`config.mk`:
```
export PLATFORM = sky130hd
export DESIGN_NAME = heartbeat_frame_receiver_unit
export DESIGN_NICKNAME = d
export VERILOG_FILES = /design/src/hw/rtl/hfr_pkg.sv /design/src/hw/rtl/heartbeat_frame_receiver_unit.sv /design/src/hw/rtl/hfr_cfg_regs.sv /design/src/hw/rtl/hfr_in_stage.sv /design/src/hw/rtl/hfr_frame_core.sv /design/src/hw/rtl/hfr_out_stage.sv
export VERILOG_INCLUDE_DIRS = /design/src /design/src/hw/rtl
export SDC_FILE = /design/constraint.sdc
export NUM_CORES = 1
export LEC_CHECK = 0
export BUFFER_PORTS_ARGS = -buffer_cell sky130_fd_sc_hd__buf_2
export CAP_MARGIN = 20
export CORE_ASPECT_RATIO = 1.4
export CORE_MARGIN = 2
export CORE_UTILIZATION = 51
export CTS_CLUSTER_SIZE = 16
export DETAILED_ROUTE_END_ITERATION = 6
export PLACE_DENSITY = 0.87
export SYNTH_ARGS = -nofsm -noshare
export SYNTH_HDL_FRONTEND = slang
export SYNTH_HIERARCHICAL = 1
export SYNTH_SLANG_ARGS = --single-unit
```
`constraint.sdc`:
```
create_clock -name clk -period 2.6 [get_ports clk]
set_input_delay 0 -clock clk [delete_from_list [all_inputs] [get_ports clk]]
set_output_delay 0 -clock clk [all_outputs]
set_load 0.01 [all_outputs]
```
`src/hw/rtl/assert_macros.svh`:
```
// Assertion helpers shared by the receiver RTL.
// Standalone header; the including module must declare clk and rst.
`ifndef ASSERT_MACROS_SVH
`define ASSERT_MACROS_SVH

// Checked on every clock edge once reset is released.
`define ASSERT_CLK(label, prop, msg) \
  label: assert property (@(posedge clk) disable iff (rst) (prop)) else $error(msg);

// Checked on every clock edge, reset cycles included.
`define ASSERT_ALWAYS(label, prop, msg) \
  label: assert property (@(posedge clk) (prop)) else $error(msg);

`endif

```
`src/hw/rtl/hfr_pkg.sv`:
```
// Shared types, codes and the CRC-8 step for the heartbeat frame receiver.
// No dependencies.
package hfr_pkg;

  typedef struct packed {
    logic [7:0]  rx_byte;
    logic        parity_error;
    logic [31:0] current_tick;
  } in_item_t;

  typedef struct packed {
    logic [1:0]  rx_status;
    logic [7:0]  fault_mask;
    logic [31:0] heartbeat_tick;
  } out_item_t;

  typedef enum logic [1:0] {
    ST_ABSORB = 2'd0,
    ST_ACCEPT = 2'd1,
    ST_REJECT = 2'd2,
    ST_PARITY = 2'd3
  } status_t;

  typedef enum logic [2:0] {
    PH_HUNT = 3'd0,
    PH_TYPE = 3'd1,
    PH_SEQ  = 3'd2,
    PH_CMD  = 3'd3,
    PH_CRC  = 3'd4
  } phase_t;

  localparam int CFG_IDX_BITS = 1;

  typedef enum logic [CFG_IDX_BITS-1:0] {
    CFG_SYNC    = 1'd0,
    CFG_HB_TYPE = 1'd1
  } cfg_idx_t;

  typedef struct packed {
    logic [7:0] sync_value;
    logic [7:0] heartbeat_type;
  } cfg_t;

  localparam logic [7:0] SYNC_RESET    = 8'hAA;
  localparam logic [7:0] HB_TYPE_RESET = 8'h01;
  localparam logic [7:0] CRC_POLY      = 8'h07;
  localparam logic [7:0] CRC_INIT      = 8'h00;

  // One byte through CRC-8, MSB first, no reflection.
  function automatic logic [7:0] crc8_feed(input logic [7:0] crc, input logic [7:0] data);
    logic [7:0] c;
    c = crc ^ data;
    for (int k = 0; k < 8; k++) begin
      if (c[7]) begin
        c = {c[6:0], 1'b0} ^ CRC_POLY;
      end else begin
        c = {c[6:0], 1'b0};
      end
    end
    return c;
  endfunction

endpackage

```
`src/hw/rtl/heartbeat_frame_receiver_unit.sv`:
```
// Top level of the heartbeat frame receiver.
// Depends on hfr_pkg, hfr_cfg_regs, hfr_in_stage, hfr_frame_core, hfr_out_stage and assert_macros.svh.
//
//   channel   signals                                 direction
//   item      item_valid, item_stall, item            in  (byte, parity flag, tick)
//   result    result_valid, result_stall, result      out (status, fault mask, tick)
//   cfg       cfg_valid, cfg_ready, cfg_index, cfg_data  in  (register writes)
//
// One byte is accepted per cycle while item_stall is low.
// The byte register feeds the phase/CRC logic, which writes the result register.
// Reset is synchronous; configuration writes take effect next cycle.
// A stalled result holds its register; the byte register then holds one more byte
// before item_stall rises.
module heartbeat_frame_receiver_unit #(
  parameter int TICK_BITS = 32
) (
  input  logic                             clk,
  input  logic                             rst,
  input  logic                             item_valid,
  output logic                             item_stall,
  input  hfr_pkg::in_item_t                item,
  output logic                             result_valid,
  input  logic                             result_stall,
  output hfr_pkg::out_item_t               result,
  input  logic                             cfg_valid,
  output logic                             cfg_ready,
  input  logic [hfr_pkg::CFG_IDX_BITS-1:0] cfg_index,
  input  logic [7:0]                       cfg_data
);
  import hfr_pkg::*;

  cfg_t      cfg;
  in_item_t  held;
  out_item_t next_result;
  logic      full;
  logic      advance;
  logic      take;

  assign take = full && advance;

  hfr_cfg_regs u_cfg (
    .clk       (clk),
    .rst       (rst),
    .cfg_valid (cfg_valid),
    .cfg_ready (cfg_ready),
    .cfg_index (cfg_index),
    .cfg_data  (cfg_data),
    .cfg       (cfg)
  );

  hfr_in_stage u_in (
    .clk        (clk),
    .rst        (rst),
    .item_valid (item_valid),
    .item_stall (item_stall),
    .item       (item),
    .advance    (advance),
    .full       (full),
    .held       (held)
  );

  hfr_frame_core #(
    .TICK_BITS (TICK_BITS)
  ) u_core (
    .clk    (clk),
    .rst    (rst),
    .take   (take),
    .item   (held),
    .cfg    (cfg),
    .result (next_result)
  );

  hfr_out_stage u_out (
    .clk          (clk),
    .rst          (rst),
    .in_full      (full),
    .next_result  (next_result),
    .advance      (advance),
    .result_valid (result_valid),
    .result_stall (result_stall),
    .result       (result)
  );

`include "assert_macros.svh"

  `ASSERT_ALWAYS(a_stall_needs_result, item_stall |-> result_valid && result_stall, "input stalled without a blocked result")

endmodule

```
`src/hw/rtl/hfr_cfg_regs.sv`:
```
// Configuration registers: sync byte and heartbeat type code.
// Depends on hfr_pkg.
module hfr_cfg_regs (
  input  logic                             clk,
  input  logic                             rst,
  input  logic                             cfg_valid,
  output logic                             cfg_ready,
  input  logic [hfr_pkg::CFG_IDX_BITS-1:0] cfg_index,
  input  logic [7:0]                       cfg_data,
  output hfr_pkg::cfg_t                    cfg
);
  import hfr_pkg::*;

  assign cfg_ready = 1'b1;

  always_ff @(posedge clk) begin
    if (rst) begin
      cfg.sync_value     <= SYNC_RESET;
      cfg.heartbeat_type <= HB_TYPE_RESET;
    end else if (cfg_valid) begin
      unique case (cfg_idx_t'(cfg_index))
        CFG_SYNC:    cfg.sync_value     <= cfg_data;
        CFG_HB_TYPE: cfg.heartbeat_type <= cfg_data;
      endcase
    end
  end

endmodule

```
`src/hw/rtl/hfr_in_stage.sv`:
```
// Input register: holds one received byte until the frame core consumes it.
// Depends on hfr_pkg.
module hfr_in_stage (
  input  logic              clk,
  input  logic              rst,
  input  logic              item_valid,
  output logic              item_stall,
  input  hfr_pkg::in_item_t item,
  input  logic              advance,
  output logic              full,
  output hfr_pkg::in_item_t held
);
  import hfr_pkg::*;

  logic load;

  // Stall only while a held byte cannot move on this cycle.
  assign item_stall = full && !advance;
  assign load       = item_valid && !item_stall;

  always_ff @(posedge clk) begin
    if (rst) begin
      full <= 1'b0;
    end else if (load) begin
      full <= 1'b1;
    end else if (advance) begin
      full <= 1'b0;
    end
  end

  always_ff @(posedge clk) begin
    if (load) begin
      held <= item;
    end
  end

endmodule

```
`src/hw/rtl/hfr_frame_core.sv`:
```
// Frame hunter: phase machine, running CRC-8 and the fault/tick stores.
// Depends on hfr_pkg and assert_macros.svh.
module hfr_frame_core #(
  parameter int TICK_BITS = 32
) (
  input  logic               clk,
  input  logic               rst,
  input  logic               take,
  input  hfr_pkg::in_item_t  item,
  input  hfr_pkg::cfg_t      cfg,
  output hfr_pkg::out_item_t result
);
  import hfr_pkg::*;

  phase_t               phase, phase_next;
  logic [7:0]           running_crc, running_crc_next;
  logic [7:0]           frame_type, frame_type_next;
  logic [7:0]           command_byte, command_byte_next;
  logic [7:0]           fault_store, fault_store_next;
  logic [TICK_BITS-1:0] tick_store, tick_store_next;
  status_t              status;
  logic [7:0]           crc_step;
  logic                 frame_good;
  logic [63:0]          tick_wide;
  logic [63:0]          store_wide;

  assign crc_step   = crc8_feed(running_crc, item.rx_byte);
  assign frame_good = (frame_type == cfg.heartbeat_type) && (running_crc == item.rx_byte);
  assign tick_wide  = 64'(item.current_tick);

  // Next phase.
  always_comb begin
    phase_next = PH_HUNT;
    if (!item.parity_error) begin
      unique case (phase)
        PH_HUNT: phase_next = (item.rx_byte == cfg.sync_value) ? PH_TYPE : PH_HUNT;
        PH_TYPE: phase_next = PH_SEQ;
        PH_SEQ:  phase_next = PH_CMD;
        PH_CMD:  phase_next = PH_CRC;
        PH_CRC:  phase_next = PH_HUNT;
        default: phase_next = PH_HUNT;
      endcase
    end
  end

  // Status, CRC and stores.
  always_comb begin
    status            = ST_ABSORB;
    running_crc_next  = CRC_INIT;
    frame_type_next   = frame_type;
    command_byte_next = command_byte;
    fault_store_next  = fault_store;
    tick_store_next   = tick_store;
    if (item.parity_error) begin
      status = ST_PARITY;
    end else begin
      unique case (phase)
        PH_HUNT: begin
          running_crc_next = (item.rx_byte == cfg.sync_value) ? crc_step : running_crc;
        end
        PH_TYPE: begin
          frame_type_next  = item.rx_byte;
          running_crc_next = crc_step;
        end
        PH_SEQ: begin
          running_crc_next = crc_step;
        end
        PH_CMD: begin
          command_byte_next = item.rx_byte;
          running_crc_next  = crc_step;
        end
        PH_CRC: begin
          if (frame_good) begin
            status           = ST_ACCEPT;
            fault_store_next = command_byte;
            tick_store_next  = tick_wide[TICK_BITS-1:0];
          end else begin
            status = ST_REJECT;
          end
        end
        default: begin
          status = ST_ABSORB;
        end
      endcase
    end
  end

  always_ff @(posedge clk) begin
    if (rst) begin
      phase        <= PH_HUNT;
      running_crc  <= CRC_INIT;
      frame_type   <= '0;
      command_byte <= '0;
      fault_store  <= '0;
      tick_store   <= '0;
    end else if (take) begin
      phase        <= phase_next;
      running_crc  <= running_crc_next;
      frame_type   <= frame_type_next;
      command_byte <= command_byte_next;
      fault_store  <= fault_store_next;
      tick_store   <= tick_store_next;
    end
  end

  assign store_wide = 64'(tick_store_next);

  assign result.rx_status      = status;
  assign result.fault_mask     = fault_store_next;
  assign result.heartbeat_tick = store_wide[31:0];

`include "assert_macros.svh"

  `ASSERT_CLK(a_accept_loads_mask, take && status == ST_ACCEPT |=> fault_store == $past(command_byte), "accepted frame did not load the fault mask")
  `ASSERT_CLK(a_parity_rehunts, take && item.parity_error |=> phase == PH_HUNT && running_crc == CRC_INIT, "parity error did not restart the hunt")

endmodule

```
`src/hw/rtl/hfr_out_stage.sv`:
```
// Result register: holds one result until the consumer takes it.
// Depends on hfr_pkg.
module hfr_out_stage (
  input  logic               clk,
  input  logic               rst,
  input  logic               in_full,
  input  hfr_pkg::out_item_t next_result,
  output logic               advance,
  output logic               result_valid,
  input  logic               result_stall,
  output hfr_pkg::out_item_t result
);
  import hfr_pkg::*;

  // The register may refill whenever it is empty or being drained.
  assign advance = !result_valid || !result_stall;

  always_ff @(posedge clk) begin
    if (rst) begin
      result_valid <= 1'b0;
    end else if (advance) begin
      result_valid <= in_full;
    end
  end

  always_ff @(posedge clk) begin
    if (advance && in_full) begin
      result <= next_result;
    end
  end

endmodule
```
# After elaboration in Yosys (flattened, before gate mapping)
# Index checks and enable logic that the tools add are counted.
[word_totals] inputBits=55 register_bits=168 word_cells=76
[classes] bitwise=11 eq_ne=8 reduce_logical=17 n_mux=24
[ops] cell="$mux 32" count=3
[ops] cell="$mux 8" count=5
[ops] cell="$mux 3" count=9
[ops] cell="$eq 8x8->1" count=3
[ops] cell="$not 3->3" count=8
[ops] cell="$pmux 8 s2" count=1
[ops] cell="$pmux 3 s4" count=1
[ops] cell="$xor 8x8->8" count=1
[ops] cell="$eq 3x2->1 const B" count=2
[ops] cell="$reduce_and 2->1" count=3
[ops] cell="$reduce_and 3->1" count=2
[ops] cell="$logic_and 1x1->1" count=4
[ops] cell="$logic_not 1->1" count=4
[ops] cell="$mux 2" count=2
[ops] cell="$eq 3x1->1 const B" count=1
[ops] cell="$eq 3x3->1 const B" count=1
[ops] cell="$logic_not 3->1" count=1
[ops] cell="$mux 1" count=3
[ops] cell="$ne 3x2->1 const B" count=1
[ops] cell="$reduce_or 3->1" count=1
[ops] cell="$not 1->1" count=2
[ops] cell="$reduce_bool 2->1" count=1
[ops] cell="$logic_or 1x1->1" count=1

# Longest topological paths before layout
[logic_depth] depth_word=20 mapped_depth=9 mapped_depth_nobuf=7

# Cells and area by module
# The synthesis kept the hierarchy.
[by_module_without_submodules] mod="hfr_frame_core" area_per_inst_um2=3537.1 n_inst=1 seq_area_each_um2=1341.3 cells_per_inst=373
[by_module_without_submodules] mod="hfr_out_stage" area_per_inst_um2=1300.0 n_inst=1 seq_area_each_um2=1281.2 cells_per_inst=47
[by_module_without_submodules] mod="hfr_in_stage" area_per_inst_um2=1281.2 n_inst=1 seq_area_each_um2=1251.2 cells_per_inst=45
[by_module_without_submodules] mod="hfr_cfg_regs" area_per_inst_um2=695.7 n_inst=1 seq_area_each_um2=320.3 cells_per_inst=71
[by_module_without_submodules] mod="heartbeat_frame_receiver_unit" area_per_inst_um2=6.3 n_inst=1 seq_area_each_um2=0.0 cells_per_inst=1

# Worst setup path before layout
# Ideal clock, no wire load.
[synth_path] kind="register to register" startpoint="register u_out.result_valid" endpoint="register, netlist name u_in/held[0]" slack_ps=-218 n_path_buf=0 arrival_time_ps=2373 setup_time_ps=444 synth_period_minus_slack_ps=2818 t_required_ps=2156 path_stages_with_launch=4 cell_sequence="dfxtp_1 -> nand2_1 -> nor2b_4 -> nor2b_1"
[synth_between] elab_chain_cells=6
[synth_rtl] element="start, declared" line="hfr_out_stage.sv:9" text="output logic result_valid,"
[synth_rtl] element="start signal, assigned" line="hfr_out_stage.sv:22" text="result_valid <= in_full;"
[synth_rtl] element="$logic_not 1->1" line="hfr_out_stage.sv:16" text="assign advance = !result_valid || !result_stall;"
[synth_rtl] element="$logic_or 1x1->1" line="hfr_out_stage.sv:16"
[synth_rtl] element="net advance" line="heartbeat_frame_receiver_unit.sv:36" text="logic advance;"
[synth_rtl] element="$logic_not 1->1" line="hfr_in_stage.sv:18" text="assign item_stall = full && !advance;"
[synth_rtl] element="$logic_and 1x1->1" line="hfr_in_stage.sv:18"
[synth_rtl] element="net item_stall" line="heartbeat_frame_receiver_unit.sv:20" text="output logic item_stall,"
[synth_rtl] element="$logic_not 1->1" line="hfr_in_stage.sv:19" text="assign load = item_valid && !item_stall;"
[synth_rtl] element="$logic_and 1x1->1" line="hfr_in_stage.sv:19"
[synth_rtl] element="net u_in.load" line="hfr_in_stage.sv:15" text="logic load;"
# The timed path passes the listed nets, and every way through them passes these cells.
# A chain may end at the register's enable or synchronous reset.

==> impl_results.md <==
* Rows at 50
* CP max stage cell: edfxtp_1
* Max Cap Viol at 0
* Layout cells sized above 1 at 29.9%
* Overall Global Routing Usage at 20.3%
* Worst Tran Pin Value at 0.754 ns
* Clock Pin Slew Worst Setup and Hold Paths at 0.06 ns
* Sw Ratio at 21.4%
* Largest stage delay on the critical path at 0.42 ns
* Switch Pwr at 0.00121 W
* Sequential area share after synthesis at 61.5%
* Comb pwr share at 6.7%
* H-tree levels at 4
* Worst setup slack after layout at 0.0363 ns
* Root buffer cell: clkbuf_16
* Final period util at 98.6%
* Pre-CTS setup slack at 0.0373 ns
* Worst setup EP type: flip-flop
* Initial Utilization at 51.7%
* Synth warn at 6
* CP max FO at 15
* Number of global-route vias before repair at 4,735
* CORE AREA at 13,200 µm²
* WL final at 14.6 mm
* Total vias in the final route at 4,655
* Detailed placement HPWL at 9.39 mm
* Worst-Skew Late Latency at 0.41 ns
* Remaining DRCs at 0
* Die Y at 141 µm
* P&R area growth vs syn at 29.0%
* CTS Buf Count at 17
* Achievable Freq at 0.390 GHz
* Number of DRC markers in iteration 0 at 266
* Syn_nets at 595
* Yosys cell types at 44
* ANT nets after route at 0
* Crit Path Category: reg -> reg
* Initial antenna violation count at 0
* IO Port Bufs at 98
* Pin count of the biggest net entering global routing at 49
* WL per Instance at 16.1 µm
* Die W at 102 µm
* Top cell type by total area after synthesis: edfxtp_1
* Final slew viol count at 0
* Synth Register Bits at 168
* Startpoint types: flip-flop
* Clock Power Share at 42.0%
* Internal power at 0.00445 W
* Syn Area/Cell at 12.7 µm²
* Vias per cell at 5.14
* Pwr dens at 644 nW/µm²
* First-pass DRT Iterations at 5
* Post-synth design cell area at 6820 µm²
* Sink Count at 168
* CP Data Arrival Time at 2.73 ns
* Final Setup Violations at 0
* Ranking of synthesized cells by area: edfxtp_1, dfxtp_1, mux2_4
* Async SR Flop Fraction at 0%
* Pleak at 3.52 nW
* Max VDD drop at 0.403 mV
* Cell Chain, Critical Path: xnor2_2, ha_1, nand3_1, nor4_4, nand3_2, or3_4, clkbuf_16, mux2_4
* Status: finished clean
* Minimum clock period at 2.56 ns
* Mapped Cells at 537
* Main synth FF type: dfxtp_1
* Hold Violations, Final at 0
* Post-synth top area share at 36.5%
* WP data required at 2.76 ns
* EDFF count, synth at 83
* Hold Path Class: in -> reg
* Final #Nets at 768
* Setup TNS at 0 ns
* Slew headroom at 49.7%
* RD Place Congestion at 0.839
* CTS tree: yes
* Die ar. at 14,300 µm²
* Register share of total power at 51.2%
* Final Skew at 0.0102 ns
* First-pass GRT wire length at 22.5 mm
* Gr ovfl total at 0
* Num ports at 100
* CTS max path bufs at 2
cell usage in the layout, fill, tap and decap left out, drive strengths merged, types with 2 or more instances in the layout:
cell / instances
xnor2: 25
xor2: 11
clkinvlp: 4
o32ai: 7
buf: 126
nand2b: 19
a21oi: 49
and2: 3
mux2: 40
clkinv: 5
ha: 3
clkbuf: 22
nor2b: 4
dfxtp: 85
nand4: 3
a21bo: 4
nor2: 31
nand2: 85
and3: 2
dlygate4sd3: 57
o21ai: 3
edfxtp: 83
mux2i: 26
nand3: 7
inv: 2
nor4: 2
critical path: cells and delay by family, from the launching register on:
| kind | cells | cell delay [ns] |
|---|---|---|
| xor+xnor | 1 | 0.23 |
| mux | 1 | 0.30 |
| flops | 1 | 0.42 |
| fa+ha+maj | 1 | 0.18 |
| simple gates | 4 | 0.95 |
| buf+inv | 1 | 0.22 |
cell usage after synthesis (all sizes together) (2+ instances only):
cell type / n
a21bo: 4
a21oi: 49
and2: 3
and3: 2
buf: 15
clkbuf: 15
dfxtp: 85
edfxtp: 83
ha: 3
mux2: 40
mux2i: 26
nand2: 85
nand2b: 19
nand3: 7
nand4: 3
nor2: 31
nor2b: 4
nor4: 2
o21ai: 3
o32ai: 7
xnor2: 25
xor2: 11
power by group through the flow:
stage	Combinational, W	Clock, W	Sequential, W
finish	0.000382	0.00238	0.00290
floorplan	0.000154	0	0.00297
detailed placement	0.000307	0	0.00296
global placement	0.000296	0	0.00295
global route	0.000411	0.00253	0.00291
CTS	0.000374	0.00240	0.00290
area by class of cell:
class / instances / area [µm²]
clock buffer: 21 / 472
tap: 182 / 228
sequential: 168 / 4190
clock inverter: 11 / 96.3
multi-input combinational: 338 / 2480
fill: 918 / 4400
inverter: 1 / 3.75
timing repair buffer: 184 / 1330
antenna: 1 / 2.50
state kept, by name (all words and copies together), names as in the netlist:
| register | count |
|---|---|
| u_out/result | 42 |
| u_core/tick_store | 32 |
| u_out/result_valid | 1 |
| u_core/command_byte | 8 |
| u_core/running_crc | 8 |
| u_in/full | 1 |
| u_core/frame_type | 8 |
| u_core/fault_store | 8 |
| u_core/phase | 3 |
| u_cfg/cfg | 16 |
| u_in/held | 41 |
stage by stage:
step	cells	instance area (µm²)	total power, W	utilization, %	hold WS, ns
floorplan	537	6820	0.00312	-	0.0724
global placement	812	7560	0.00325	57.2	0.176
detailed placement	812	7560	0.00326	57.2	0.178
CTS	901	8690	0.00568	65.9	0.152
global route	905	8790	0.00585	66.6	0.190
finish	906	8800	0.00567	66.6	0.147
final timing paths:
check                                                   startpoint                            endpoint  cells past startpoint  slack, ns
worst min-delay path                                           rst   u_core/frame_type[0]$_SDFFE_PP0P_                      2       0.15
worst max-delay path                       u_in/held[37]$_DFFE_PP_          u_out/result[32]$_DFFE_PP_                      8       0.04
worst min register to register  u_core/fault_store[3]$_SDFFE_PP0P_  u_core/fault_store[3]$_SDFFE_PP0P_                      2       0.46
worst max register to register             u_in/held[37]$_DFFE_PP_          u_out/result[32]$_DFFE_PP_                      8       0.04
cell families after synthesis:
| family | count (synthesis) | synth area share [%] |
|---|---|---|
| mux | 66 | 12.6 |
| fa+ha+maj | 3 | 0.550 |
| other cells | 1 | 0.0550 |
| xor+xnor | 36 | 4.62 |
| buf+inv | 31 | 3.06 |
| simple gates | 163 | 11.5 |
| compound gates | 69 | 6.07 |
| flops | 168 | 61.5 |
layer usage:
metal,vias up,track usage [%],routed length [µm]
li1,2227,-,-
met1,2251,21.3,5590
met2,143,38.7,8080
met3,34,4.41,551
met4,0,7.33,333
met5,-,0,0
timing repair:
action,4_1_cts,5_1_grt
hold buffers,57,0
endpoints found under the hold margin,59,0
setup endpoints to repair,0,40
resized for setup,0,8
setup buffers,0,3
Note: power is estimated with default switching activity, not from simulation.
